## config.mk

```make
export PLATFORM = sky130hd
export DESIGN_NAME = ultrasonic_echo_ranger_unit
export DESIGN_NICKNAME = d
export VERILOG_FILES = /design/src/hdl/uer_pkg.sv /design/src/hdl/uer_div.sv /design/src/hdl/uer_ctrl.sv /design/src/hdl/uer_datapath.sv /design/src/hdl/ultrasonic_echo_ranger_unit.sv
export SDC_FILE = /design/constraint.sdc
export NUM_CORES = 1
export LEC_CHECK = 0
export BUFFER_PORTS_ARGS = -buffer_cell sky130_fd_sc_hd__buf_2
export CAP_MARGIN = 30
export CELL_PAD_IN_SITES_DETAIL_PLACEMENT = 1
export CELL_PAD_IN_SITES_GLOBAL_PLACEMENT = 2
export CORE_MARGIN = 10
export CORE_UTILIZATION = 32
export DETAILED_ROUTE_END_ITERATION = 6
export GPL_ROUTABILITY_DRIVEN = 0
export GPL_TIMING_DRIVEN = 0
export PLACE_DENSITY_LB_ADDON = 0.1
export SYNTH_ARGS = -nofsm -noshare
export SYNTH_HDL_FRONTEND = slang
export SYNTH_HIERARCHICAL = 1
export SYNTH_SLANG_ARGS = --single-unit
```

## constraint.sdc

```tcl
create_clock -name clk -period 4.68 [get_ports clk]
set_clock_uncertainty 0.1 [all_clocks]
set_input_delay 1.404 -clock clk [delete_from_list [all_inputs] [get_ports clk]]
set_output_delay 1.404 -clock clk [all_outputs]
set_load 0.1 [all_outputs]
```

## src/hdl/uer_pkg.sv

```systemverilog
// shared widths, reset values and control/status types for the echo ranger
// used by uer_div, uer_ctrl, uer_datapath and ultrasonic_echo_ranger_unit
`default_nettype none
package uer_pkg;

  localparam int TRIG_W   = 10;
  localparam int PERIOD_W = 16;
  localparam int SAMPLE_W = 8;
  localparam int OFFSET_W = 13;
  localparam int DIST_W   = 15;
  localparam int SUM_W    = 24;
  localparam int CFG_IDX_W  = 2;
  localparam int CFG_DATA_W = 16;

  localparam int COUNT_WIDTH_DEF = 16;

  // configuration register indexes
  localparam logic [CFG_IDX_W-1:0] REG_TRIG_TICKS   = 2'd0;
  localparam logic [CFG_IDX_W-1:0] REG_TIMER_PERIOD = 2'd1;
  localparam logic [CFG_IDX_W-1:0] REG_SAMPLE_COUNT = 2'd2;
  localparam logic [CFG_IDX_W-1:0] REG_OFFSET       = 2'd3;

  localparam logic [TRIG_W-1:0]   TRIG_TICKS_RST   = 10'd10;
  localparam logic [PERIOD_W-1:0] TIMER_PERIOD_RST = 16'd50000;
  localparam logic [SAMPLE_W-1:0] SAMPLE_COUNT_RST = 8'd100;
  localparam logic [OFFSET_W-1:0] OFFSET_RST       = 13'd90;

  // per-sample term is floor(count * TERM_MUL / TERM_DIV)
  localparam int TERM_MUL = 10;
  localparam int TERM_DIV = 58;

  typedef struct packed {
    logic burst_start;
    logic trig_clear;
    logic trig_inc;
    logic echo_clear;
    logic echo_step;
    logic sample_close;
    logic div_start;
    logic dist_load;
    logic dist_sel;
  } uer_cmd_t;

  typedef struct packed {
    logic trig_reached;
    logic sample_last;
    logic div_done;
  } uer_stat_t;

endpackage
`default_nettype wire

```

## src/hdl/uer_div.sv

```systemverilog
// restoring divider, one quotient bit per cycle, for the burst average
// depends on uer_pkg
`default_nettype none
module uer_div (
  input  wire logic                         clk,
  input  wire logic                         rst,
  input  wire logic                         start,
  input  wire logic [uer_pkg::SUM_W-1:0]    dividend,
  input  wire logic [uer_pkg::SAMPLE_W-1:0] divisor,
  output logic      [uer_pkg::SUM_W-1:0]    quotient,
  output logic                              done
);
  import uer_pkg::*;

  localparam int STEP_W = $clog2(SUM_W);

  logic                running;
  logic [STEP_W-1:0]   step;
  logic [SAMPLE_W-1:0] den;
  logic [SAMPLE_W-1:0] rem;
  logic [SUM_W-1:0]    quo;
  logic [SAMPLE_W:0]   shifted;
  logic                fits;

  assign shifted  = {rem, quo[SUM_W-1]};
  assign fits     = shifted >= {1'b0, den};
  assign quotient = quo;

  always_ff @(posedge clk) begin
    if (rst) begin
      running <= 1'b0;
      done    <= 1'b0;
      step    <= '0;
    end else if (start) begin
      running <= 1'b1;
      done    <= 1'b0;
      step    <= '0;
    end else if (running) begin
      step <= step + 1'b1;
      if (step == STEP_W'(SUM_W - 1)) begin
        running <= 1'b0;
        done    <= 1'b1;
      end
    end else begin
      done <= 1'b0;
    end
  end

  always_ff @(posedge clk) begin
    if (start) begin
      quo <= dividend;
      rem <= '0;
      den <= divisor;
    end else if (running) begin
      if (fits) begin
        rem <= SAMPLE_W'(shifted - {1'b0, den});
      end else begin
        rem <= shifted[SAMPLE_W-1:0];
      end
      quo <= {quo[SUM_W-2:0], fits};
    end
  end

endmodule
`default_nettype wire

```

## src/hdl/uer_ctrl.sv

```systemverilog
// controller: burst phase, handshakes and the flag fields of the result register
// depends on uer_pkg; drives uer_datapath through uer_cmd_t
`default_nettype none
module uer_ctrl (
  input  wire logic               clk,
  input  wire logic               rst,
  input  wire logic               in_valid,
  output logic                    in_ready,
  input  wire logic               action,
  input  wire logic               echo_level,
  output logic                    out_valid,
  input  wire logic               out_ready,
  output logic                    trigger_level,
  output logic                    done_res,
  output logic                    busy_res,
  output uer_pkg::uer_cmd_t       cmd,
  input  wire uer_pkg::uer_stat_t stat
);
  import uer_pkg::*;

  localparam logic [1:0] PH_IDLE  = 2'd0;
  localparam logic [1:0] PH_TRIG  = 2'd1;
  localparam logic [1:0] PH_WAIT  = 2'd2;
  localparam logic [1:0] PH_COUNT = 2'd3;

  localparam logic M_RUN = 1'b0;
  localparam logic M_DIV = 1'b1;

  logic [1:0] phase, phase_next;
  logic       mode, mode_next;
  logic       out_valid_next, trigger_next, done_next, busy_next;
  logic       accept;

  assign in_ready = (mode == M_RUN) && (!out_valid || out_ready);
  assign accept   = in_valid && in_ready;

  always_comb begin
    cmd            = '0;
    phase_next     = phase;
    mode_next      = mode;
    out_valid_next = out_valid;
    trigger_next   = trigger_level;
    done_next      = done_res;
    busy_next      = busy_res;

    if (out_valid && out_ready) begin
      out_valid_next = 1'b0;
    end

    if (accept) begin
      if (action) begin
        cmd.burst_start = 1'b1;
        phase_next      = PH_TRIG;
      end else begin
        case (phase)
          PH_TRIG: begin
            cmd.trig_inc = 1'b1;
            if (stat.trig_reached) begin
              phase_next = PH_WAIT;
            end
          end
          PH_WAIT: begin
            if (echo_level) begin
              cmd.echo_clear = 1'b1;
              phase_next     = PH_COUNT;
            end
          end
          PH_COUNT: begin
            if (echo_level) begin
              cmd.echo_step = 1'b1;
            end else begin
              cmd.sample_close = 1'b1;
              if (stat.sample_last) begin
                cmd.div_start = 1'b1;
                phase_next    = PH_IDLE;
                mode_next     = M_DIV;
              end else begin
                cmd.trig_clear = 1'b1;
                phase_next     = PH_TRIG;
              end
            end
          end
          default: begin
            phase_next = PH_IDLE;
          end
        endcase
      end
      if (!cmd.div_start) begin
        out_valid_next = 1'b1;
        trigger_next   = (phase_next == PH_TRIG);
        busy_next      = (phase_next != PH_IDLE);
        done_next      = 1'b0;
        cmd.dist_load  = 1'b1;
        cmd.dist_sel   = 1'b0;
      end
    end else if (mode == M_DIV && stat.div_done) begin
      // average ready: slot is empty since the closing transfer loaded nothing
      out_valid_next = 1'b1;
      trigger_next   = 1'b0;
      busy_next      = 1'b0;
      done_next      = 1'b1;
      cmd.dist_load  = 1'b1;
      cmd.dist_sel   = 1'b1;
      mode_next      = M_RUN;
    end
  end

  always_ff @(posedge clk) begin
    if (rst) begin
      phase         <= PH_IDLE;
      mode          <= M_RUN;
      out_valid     <= 1'b0;
      trigger_level <= 1'b0;
      done_res      <= 1'b0;
      busy_res      <= 1'b0;
    end else begin
      phase         <= phase_next;
      mode          <= mode_next;
      out_valid     <= out_valid_next;
      trigger_level <= trigger_next;
      done_res      <= done_next;
      busy_res      <= busy_next;
    end
  end

endmodule
`default_nettype wire

```

## src/hdl/uer_datapath.sv

```systemverilog
// datapath: config registers, trigger and echo counters, running sum, divider
// depends on uer_pkg and uer_div
`default_nettype none
module uer_datapath #(
  parameter int COUNT_WIDTH = uer_pkg::COUNT_WIDTH_DEF
) (
  input  wire logic                           clk,
  input  wire logic                           rst,
  input  wire logic                           cfg_we,
  input  wire logic [uer_pkg::CFG_IDX_W-1:0]  cfg_index,
  input  wire logic [uer_pkg::CFG_DATA_W-1:0] cfg_data,
  input  wire uer_pkg::uer_cmd_t              cmd,
  output uer_pkg::uer_stat_t                  stat,
  output logic signed [uer_pkg::DIST_W-1:0]   distance
);
  import uer_pkg::*;

  localparam int CMP_W = (COUNT_WIDTH > PERIOD_W) ? COUNT_WIDTH : PERIOD_W;
  localparam int REM_W = $clog2(TERM_DIV);

  logic [TRIG_W-1:0]   trigger_ticks;
  logic [PERIOD_W-1:0] timer_period;
  logic [SAMPLE_W-1:0] sample_count;
  logic [OFFSET_W-1:0] offset;

  logic [TRIG_W-1:0]      trig_cnt, trig_inc, tt;
  logic [COUNT_WIDTH-1:0] echo_cnt;
  logic [COUNT_WIDTH-1:0] term_q;
  logic [REM_W-1:0]       term_r;
  logic [REM_W:0]         r_add;
  logic                   echo_wrap;
  logic [SAMPLE_W-1:0]    samples_done, samples_inc, n;
  logic [SUM_W-1:0]       distance_sum, sum_next, term;
  logic [COUNT_WIDTH+SUM_W-1:0] q_wide;
  logic [SUM_W-1:0]       avg;
  logic                   div_done;

  always_ff @(posedge clk) begin
    if (rst) begin
      trigger_ticks <= TRIG_TICKS_RST;
      timer_period  <= TIMER_PERIOD_RST;
      sample_count  <= SAMPLE_COUNT_RST;
      offset        <= OFFSET_RST;
    end else if (cfg_we) begin
      case (cfg_index)
        REG_TRIG_TICKS:   trigger_ticks <= cfg_data[TRIG_W-1:0];
        REG_TIMER_PERIOD: timer_period  <= cfg_data[PERIOD_W-1:0];
        REG_SAMPLE_COUNT: sample_count  <= cfg_data[SAMPLE_W-1:0];
        REG_OFFSET:       offset        <= cfg_data[OFFSET_W-1:0];
        default: ;
      endcase
    end
  end

  // zero trigger length and zero sample count act as one
  assign tt          = (trigger_ticks == '0) ? TRIG_W'(1) : trigger_ticks;
  assign n           = (sample_count == '0) ? SAMPLE_W'(1) : sample_count;
  assign trig_inc    = trig_cnt + 1'b1;
  assign samples_inc = samples_done + 1'b1;

  // term kept as quotient/remainder of count*10 by 58, updated per count step
  assign echo_wrap = (CMP_W'(echo_cnt) >= CMP_W'(timer_period)) || (echo_cnt == '1);
  assign r_add     = (REM_W+1)'(term_r) + (REM_W+1)'(TERM_MUL);
  assign q_wide    = {{SUM_W{1'b0}}, term_q};
  assign term      = q_wide[SUM_W-1:0];
  assign sum_next  = distance_sum + term;

  assign stat.trig_reached = trig_inc >= tt;
  assign stat.sample_last  = samples_inc >= n;
  assign stat.div_done     = div_done;

  always_ff @(posedge clk) begin
    if (rst) begin
      trig_cnt     <= '0;
      echo_cnt     <= '0;
      term_q       <= '0;
      term_r       <= '0;
      samples_done <= '0;
      distance_sum <= '0;
    end else begin
      if (cmd.burst_start || cmd.trig_clear) begin
        trig_cnt <= '0;
      end else if (cmd.trig_inc) begin
        trig_cnt <= trig_inc;
      end

      if (cmd.burst_start || cmd.echo_clear || (cmd.echo_step && echo_wrap)) begin
        echo_cnt <= '0;
        term_q   <= '0;
        term_r   <= '0;
      end else if (cmd.echo_step) begin
        echo_cnt <= echo_cnt + 1'b1;
        if (r_add >= (REM_W+1)'(TERM_DIV)) begin
          term_r <= REM_W'(r_add - (REM_W+1)'(TERM_DIV));
          term_q <= term_q + 1'b1;
        end else begin
          term_r <= r_add[REM_W-1:0];
        end
      end

      if (cmd.burst_start) begin
        samples_done <= '0;
        distance_sum <= '0;
      end else if (cmd.sample_close) begin
        samples_done <= samples_inc;
        distance_sum <= sum_next;
      end
    end
  end

  uer_div u_div (
    .clk      (clk),
    .rst      (rst),
    .start    (cmd.div_start),
    .dividend (sum_next),
    .divisor  (n),
    .quotient (avg),
    .done     (div_done)
  );

  always_ff @(posedge clk) begin
    if (cmd.dist_load) begin
      if (cmd.dist_sel) begin
        distance <= avg[DIST_W-1:0] - DIST_W'(offset);
      end else begin
        distance <= '0;
      end
    end
  end

endmodule
`default_nettype wire

```

## src/hdl/ultrasonic_echo_ranger_unit.sv

```systemverilog
// top level of the ultrasonic echo ranger: controller plus datapath
// depends on uer_pkg, uer_ctrl, uer_datapath (and uer_div below it)
//
// usage: each input transfer is one timer tick (action 0) or a burst start
// (action 1), with the echo pin level for that tick. every input transfer
// gives exactly one result transfer with the trigger pin level, busy flag,
// and on the tick that closes the last sample a done flag and the signed
// averaged distance minus offset (distance is 0 otherwise).
// an ordinary tick's result is registered and shown in the next cycle, so
// ticks can stream at one per clock while out_ready stays high; the tick
// that closes a burst runs the 24-step restoring divider for the average
// and loads its result when the divider is done, with in_ready low meanwhile.
// the result register holds one item; when the receiver stalls, in_ready
// drops until that item is taken, and nothing is lost.
// configuration writes use index 0..3 = trigger_ticks,
// timer_period, sample_count, offset.
// reset (rst, synchronous) restores register defaults, idles the burst
// controller, clears all counters and empties the result register.
`default_nettype none
module ultrasonic_echo_ranger_unit #(
  parameter int COUNT_WIDTH = uer_pkg::COUNT_WIDTH_DEF
) (
  input  wire logic                           clk,
  input  wire logic                           rst,
  input  wire logic                           cfg_we,
  input  wire logic [uer_pkg::CFG_IDX_W-1:0]  cfg_index,
  input  wire logic [uer_pkg::CFG_DATA_W-1:0] cfg_data,
  input  wire logic                           in_valid,
  output logic                                in_ready,
  input  wire logic                           action,
  input  wire logic                           echo_level,
  output logic                                out_valid,
  input  wire logic                           out_ready,
  output logic                                trigger_level,
  output logic                                done_res,
  output logic signed [uer_pkg::DIST_W-1:0]   distance,
  output logic                                busy_res
);
  import uer_pkg::*;

  uer_cmd_t  cmd;
  uer_stat_t stat;

  uer_ctrl u_ctrl (
    .clk           (clk),
    .rst           (rst),
    .in_valid      (in_valid),
    .in_ready      (in_ready),
    .action        (action),
    .echo_level    (echo_level),
    .out_valid     (out_valid),
    .out_ready     (out_ready),
    .trigger_level (trigger_level),
    .done_res      (done_res),
    .busy_res      (busy_res),
    .cmd           (cmd),
    .stat          (stat)
  );

  uer_datapath #(
    .COUNT_WIDTH (COUNT_WIDTH)
  ) u_datapath (
    .clk       (clk),
    .rst       (rst),
    .cfg_we    (cfg_we),
    .cfg_index (cfg_index),
    .cfg_data  (cfg_data),
    .cmd       (cmd),
    .stat      (stat),
    .distance  (distance)
  );

endmodule
`default_nettype wire
```

==> results_dict.tcl, run 1 <==
set metrics [dict create \
    drt_iter0_drc 279 \
    root_buffer "clkbuf_16" \
    drt_first_pass_iters 4 \
    cp_max_fo 10 \
    cp_slowest_cell "clkbuf_1" \
    maxSlewViolCount 0 \
    port-buffer-count 43 \
    maxCapViolCount 0 \
    clk_latency_ns 0.46 \
    routed_wl_um 30500 \
    numCtsBuffers 17 \
    syn_nets 1365 \
    dieWidth_um 207 \
    start_kind "register" \
    crit_path_end_kind "register" \
    cp.required_ns 4.78 \
    final_core_util 0.364 \
    setup_ws_ns 0.394 \
    async_flop_share 0 \
    grt_pass1_wl_um 49200 \
    syn_avg_cell_area_um2 8.85 \
    fin_tns_setup_ns 0 \
    cp_data_arrival_time_ns 4.39 \
    hpwl_um 23500 \
    clock_path_buffers 2 \
    final_antenna_net_count 0 \
    power.density_nw_per_um2 279 \
    path_clk_slew_ns 0.08 \
    grt_pass1_vias 9028 \
    syn_inst 1258 \
    hold_violations 0 \
    synth.distinct_cells 78 \
    cts_setup_buffers 0 \
    layout_commonest_cell "nor2_1" \
    critPathKind "reg -> reg" \
    grt_usage 0.146 \
    overflow 0 \
    start_util 0.323 \
    die_h_um 207 \
    fmax_mhz 233 \
    yosys_warnings 6 \
    setup-violations-final 0 \
    post_cts_resize_count 0 \
    ys_ff_latch 195 \
    regToRegEndpoint "u_datapath/u_div/quotient[21]" \
    vias 8785 \
    run_status "finished, final reports clean" \
    worst-slew-pin-transition_ns 0.914 \
    final_cell_mix "nor2_1, dfxtp_1, nand2_1, inv_1, a21oi_1" \
    reg2reg_slack_ns 0.39 \
    hp-class "reg -> reg" \
    period_share 0.916 \
    fillers 4099 \
    timing.final.crit_period_ns 4.29 \
    holdPathStages 2 \
    dp_slack_ns 0.306 \
    synth_area_um2 11100 \
    synth_edf_count 47 \
    coreArea_um2 34500 \
    synth_ff_type "dfxtp_1" \
    final_layout_size_suffix_gt1_frac 0.106 \
    min_from "u_datapath/timer_period[12]" \
    holdPathEnd "u_datapath/timer_period[12]" \
    ff2ff_path_depth 14 \
    antenna_found_initial 0 \
    antenna_cells 0 \
    cts.sinks 195 \
    ys_seq_area_frac 0.393 \
    cts_tree "yes" \
    via_per_inst 4.91 \
    slew_headroom 0.391 \
    wl_per_cell_um 17.0 \
    timing.rr.start "u_datapath/sample_count[5]" \
    rsz0062_at_grt "no" \
    die_area_um2 42700 \
    max_stage_delay_ns 0.58 \
    hold_buffers 0 \
    areaGrowthSynthToFinish_pct 12.6 \
    drcViolationCount 0 \
    ios 45 \
    htree_levels 4 \
    nNetsFinal 1428 \
    grt_max_degree 23 \
    ir_worst_vdd_v 0.000269 \
    placementRows 68 \
    cp_cell_sequence "nor4_1, a41o_1, ha_1, nand2b_1, a21o_1, a21o_1, a21oi_1, nor2b_1, o21ai_0, a21oi_1, and2_1, clkbuf_1, clkbuf_1, mux2_2" \
    leakage_nw 4.95 \
]
logic make-up (layout without fill, tap and decap cells):
group | after synthesis | count (layout) | share of synthesized area
multiplexers | 48 | 48 | 0.0463
AO/OA/AOI/OAI | 227 | 227 | 0.134
buffers and inverters | 149 | 225 | 0.0535
adder cells (fa/ha/maj) | 83 | 83 | 0.0950
flip-flops | 195 | 195 | 0.393
XOR/XNOR | 105 | 105 | 0.0826
AND/OR/NAND/NOR | 451 | 451 | 0.196
metrics by stage:
stage	total power, mW	instances	hold WS [ns]	area (um^2)
after detailed placement	2.04	1757	0.350	12000
final	3.50	1789	0.356	12500
after global routing	3.67	1789	0.377	12500
after CTS	3.57	1789	0.361	12500
after floorplan	1.96	1258	0.334	11100
after global placement	2.04	1756	0.344	11900
area by class of cell:
class | instances | area, um^2 | share of cell area
buffer | 56 | 246 | 0.0196
multi-input combinational | 914 | 6170 | 0.492
clock inverter | 15 | 165 | 0.0132
timing repair buffer | 44 | 243 | 0.0193
inverter | 93 | 349 | 0.0278
clock buffer | 17 | 425 | 0.0339
sequential | 195 | 4370 | 0.349
tap | 455 | 569 | 0.0454
sequential cells by signal (all words and copies together), names as in the netlist, 8 cells and up:
name and count:
u_datapath/sample_count 8, u_datapath/echo_cnt 16, u_datapath/distance 15, u_datapath/offset 13, u_datapath/u_div/den 8, u_datapath/trig_cnt 10, u_datapath/term_q 16, u_datapath/u_div/quotient 24
u_datapath/u_div/rem 8, u_datapath/samples_done 8, u_datapath/timer_period 16, u_datapath/distance_sum 24, u_datapath/trigger_ticks 10
report_power, final:
| part | switching [mW] | internal (mW) |
|---|---|---|
| clock | 0.745 | 0.759 |
| combinational | 0.177 | 0.0632 |
| sequential | 0.0123 | 1.74 |
| total | 0.935 | 2.56 |
cells in the mapped netlist, drive strengths merged (6+ instances only):
cell type,number,area (um^2)
mux2,25,285
inv,92,345
xnor2,56,490
mux2i,23,230
a21o,11,82.6
nor2,151,569
o21a,8,60.1
a211oi,10,80.1
nand2,117,439
a21oi,85,433
and3,20,125
nand3b,8,60.1
nor4,11,87.6
clkbuf,36,135
a31oi,9,71.3
a211o,15,131
xor2,49,429
or3,11,68.8
edfxtp,47,1410
ha,79,988
o211ai,9,72.6
nor3,16,85.1
nor2b,17,114
and2,14,87.6
nand2b,10,62.6
a311oi,6,52.6
buf,20,111
nor3b,6,50.1
o21ai,44,224
nand3,33,175
dfxtp,148,2960
nand4,21,131
critical path: cells and delay by family, from the launching register on:
kind                       cells  cell delay (ns)
adders and majority gates      1             0.27
muxes                          1             0.41
AOI/OAI and AO/OA              6             1.13
and+or+nand+nor                4             0.71
DFF                            1             0.43
buffers and inverters          2             0.96
worst max-delay path by stage:
stage	start	to	depth (start not counted)
2_1_floorplan	out_ready	in_ready	2
3_3_place_gp	u_datapath/sample_count[5]	u_datapath/u_div/quotient[5]	14
3_5_place_dp	out_ready	u_datapath/echo_cnt[3]	13
4_1_cts	u_datapath/sample_count[5]	u_datapath/u_div/quotient[22]	14
5_1_grt	u_datapath/sample_count[7]	u_datapath/u_div/quotient[18]	14
6_report	u_datapath/sample_count[5]	u_datapath/u_div/quotient[21]	14
metal layers:
layer | vias up | routed length, um | track usage
li1 | 4485 | - | -
met2 | 78 | 13900 | 0.236
met4 | 0 | 324 | 0.0365
met3 | 18 | 821 | 0.0250
met5 | - | 0 | 0
met1 | 4204 | 15500 | 0.198
Power figures use the tool's default switching activity.
==> inputs of run 2 (changes only) <==
- SYNTH_HIERARCHICAL: 1 -> not set
==> results_dict.tcl, run 2 <==
set metrics [dict create \
    synth_area_leaders "dfxtp_1, edfxtp_1, ha_1" \
    drt_first_pass_iters 5 \
    via_per_inst 4.94 \
    max_stage_delay_ns 0.42 \
    synth.distinct_cells 75 \
    critPathKind "reg -> reg" \
    cp_max_fo 22 \
    run_status "finished, final reports clean" \
    period_share 0.824 \
    hp-class "reg -> reg" \
    cp_slowest_cell "dfxtp_1" \
    synth_area_um2 10700 \
    ir_worst_vdd_v 0.000247 \
    maxSlewViolCount 0 \
    netlist.area_leader.share 0.277 \
    holdPathStages 2 \
    worst-slew-pin-transition_ns 1.05 \
    hpwl_um 24200 \
    cp.required_ns 4.74 \
    final_layout_size_suffix_gt1_frac 0.0831 \
    htree_levels 4 \
    maxCapViolCount 0 \
    numCtsBuffers 17 \
    yosysMostFrequentCell "nand2_1" \
    grt_usage 0.154 \
    p_total_mw 3.52 \
    critical_path_buf_inv_count 4 \
    start_kind "register" \
    timing.final.crit_period_ns 3.86 \
    drt_iter0_drc 379 \
    grt_pass1_vias 8735 \
    fmax_mhz 259 \
    root_buffer "clkbuf_16" \
    synth_ff_type "dfxtp_1" \
    ys_seq_area_frac 0.409 \
    vias 8663 \
    path_clk_slew_ns 0.08 \
    coreArea_um2 32800 \
    ff2ff_path_depth 14 \
    antenna_cells 0 \
    power.density_nw_per_um2 292 \
    ys_ff_latch 195 \
    grt_pass1_wl_um 50200 \
    multiInputGateArea_um2 5820 \
    grt_max_degree 23 \
    rsz0062_at_grt "no" \
    nNetsFinal 1405 \
    placementRows 66 \
    final_cell_mix "nand2_1, dfxtp_1, nor2_1, a21oi_1, ha_1" \
    clock_path_buffers 2 \
    final_antenna_net_count 0 \
    slew_headroom 0.298 \
    cp_data_arrival_time_ns 3.91 \
    cp_cell_sequence "nand3_1, nor2_1, nand3_1, xnor2_1, ha_1, nand2_1, nor4_1, a21oi_1, or3_1, buf_2, buf_2, buf_2, nand2_1, buf_16" \
    setup-violations-final 0 \
    post_cts_resize_count 0 \
    areaGrowthSynthToFinish_pct 12.9 \
    cts_tree "yes" \
    fillers 3931 \
    syn_avg_cell_area_um2 8.64 \
    dieWidth_um 203 \
    cts_setup_buffers 0 \
    leakage_nw 4.82 \
    drcViolationCount 0 \
    hold_violations 0 \
    cts.sinks 195 \
    wl_per_cell_um 17.7 \
    routed_wl_um 31000 \
    layout_commonest_cell "nand2_1" \
    final-seq-area_um2 4370 \
    syn_inst 1237 \
    syn_nets 1343 \
    synth_top_cell_by_area "dfxtp_1" \
    synth_edf_count 47 \
    async_flop_share 0 \
    crit_cells 14 \
    die_h_um 203 \
    clk_latency_ns 0.45 \
    start_util 0.326 \
    overflow 0 \
    yosys_warnings 0 \
    ios 45 \
    fin_tns_setup_ns 0 \
    die_area_um2 41100 \
    synth_common_cells "nand2_1, dfxtp_1, nor2_1" \
    crit_path_end_kind "register" \
    port-buffer-count 42 \
    cpLargestDelayFamily "simple AND/OR/NAND/NOR gates" \
    critPathMostFrequentCell "buf_2" \
    antenna_found_initial 0 \
    hold_buffers 0 \
]
run 2: changes by cell type after synthesis, moves of 14 or more:
cell and change:
nand2_1 +44, mux2_2 -22, mux2i_1 -15, inv_1 -17, a21oi_1 +14, o21ai_0 +19
run 2: kinds of logic (layout without fill, tap and decap cells):
logic type | after synthesis | count (layout) | synth area share
AND/OR/NAND/NOR | 461 | 461 | 0.196
buffers and inverters | 128 | 203 | 0.0462
XOR/XNOR | 97 | 97 | 0.0795
flip-flops | 195 | 195 | 0.409
multiplexers | 11 | 11 | 0.0110
AO/OA/AOI/OAI | 264 | 264 | 0.161
adder cells (fa/ha/maj) | 81 | 81 | 0.0969
run 2: path summary, 6_finish.rpt:
kind,startpoint,slack [ns],to
max,u_datapath.samples_done[0],0.82,u_datapath.u_div.quotient[8]
min,u_datapath.offset[7],0.36,u_datapath.offset[7]
max reg2reg,u_datapath.samples_done[0],0.82,u_datapath.u_div.quotient[8]
min reg2reg,u_datapath.offset[7],0.36,u_datapath.offset[7]
run 2: area by class of cell:
| type | instances | area share |
|---|---|---|
| plain buffers | 53 | 0.0176 |
| clock buffers | 18 | 0.0373 |
| clock inverters | 14 | 0.0116 |
| inverters | 75 | 0.0233 |
| multi-input cells | 914 | 0.482 |
| flip-flops and latches | 195 | 0.362 |
| well taps | 442 | 0.0458 |
| repair buffers | 43 | 0.0197 |
run 2: report_power, final:
part | total (mW) | internal (mW) | switching [mW]
clock | 1.52 | 0.785 | 0.733
combinational | 0.250 | 0.0610 | 0.189
sequential | 1.75 | 1.74 | 0.0134
run 2: layer usage:
metal  track usage  up-vias  wire (um)
met1         0.215     4142      15800
met3        0.0210       17        807
met4        0.0376        0        312
met2         0.246       79      14100
met5             0        -          0
li1              -     4425          -
run 2: worst min-delay path, cell delays in order (launching register included):
cell,delay [ns]
dfxtp_1,0.31
nand2_1,0.05
a21oi_1,0.05
run 2: through the flow:
stage	instance area, um^2	setup slack [ns]	hold slack [ns]	utilization	instances
after floorplan	10700	0.478	0.329	-	1237
after global placement	11400	0.222	0.344	0.349	1721
after detailed placement	11500	0.366	0.351	0.350	1722
after CTS	12100	0.715	0.362	0.368	1754
after global routing	12100	0.402	0.382	0.368	1754
final	12100	0.821	0.359	0.368	1754
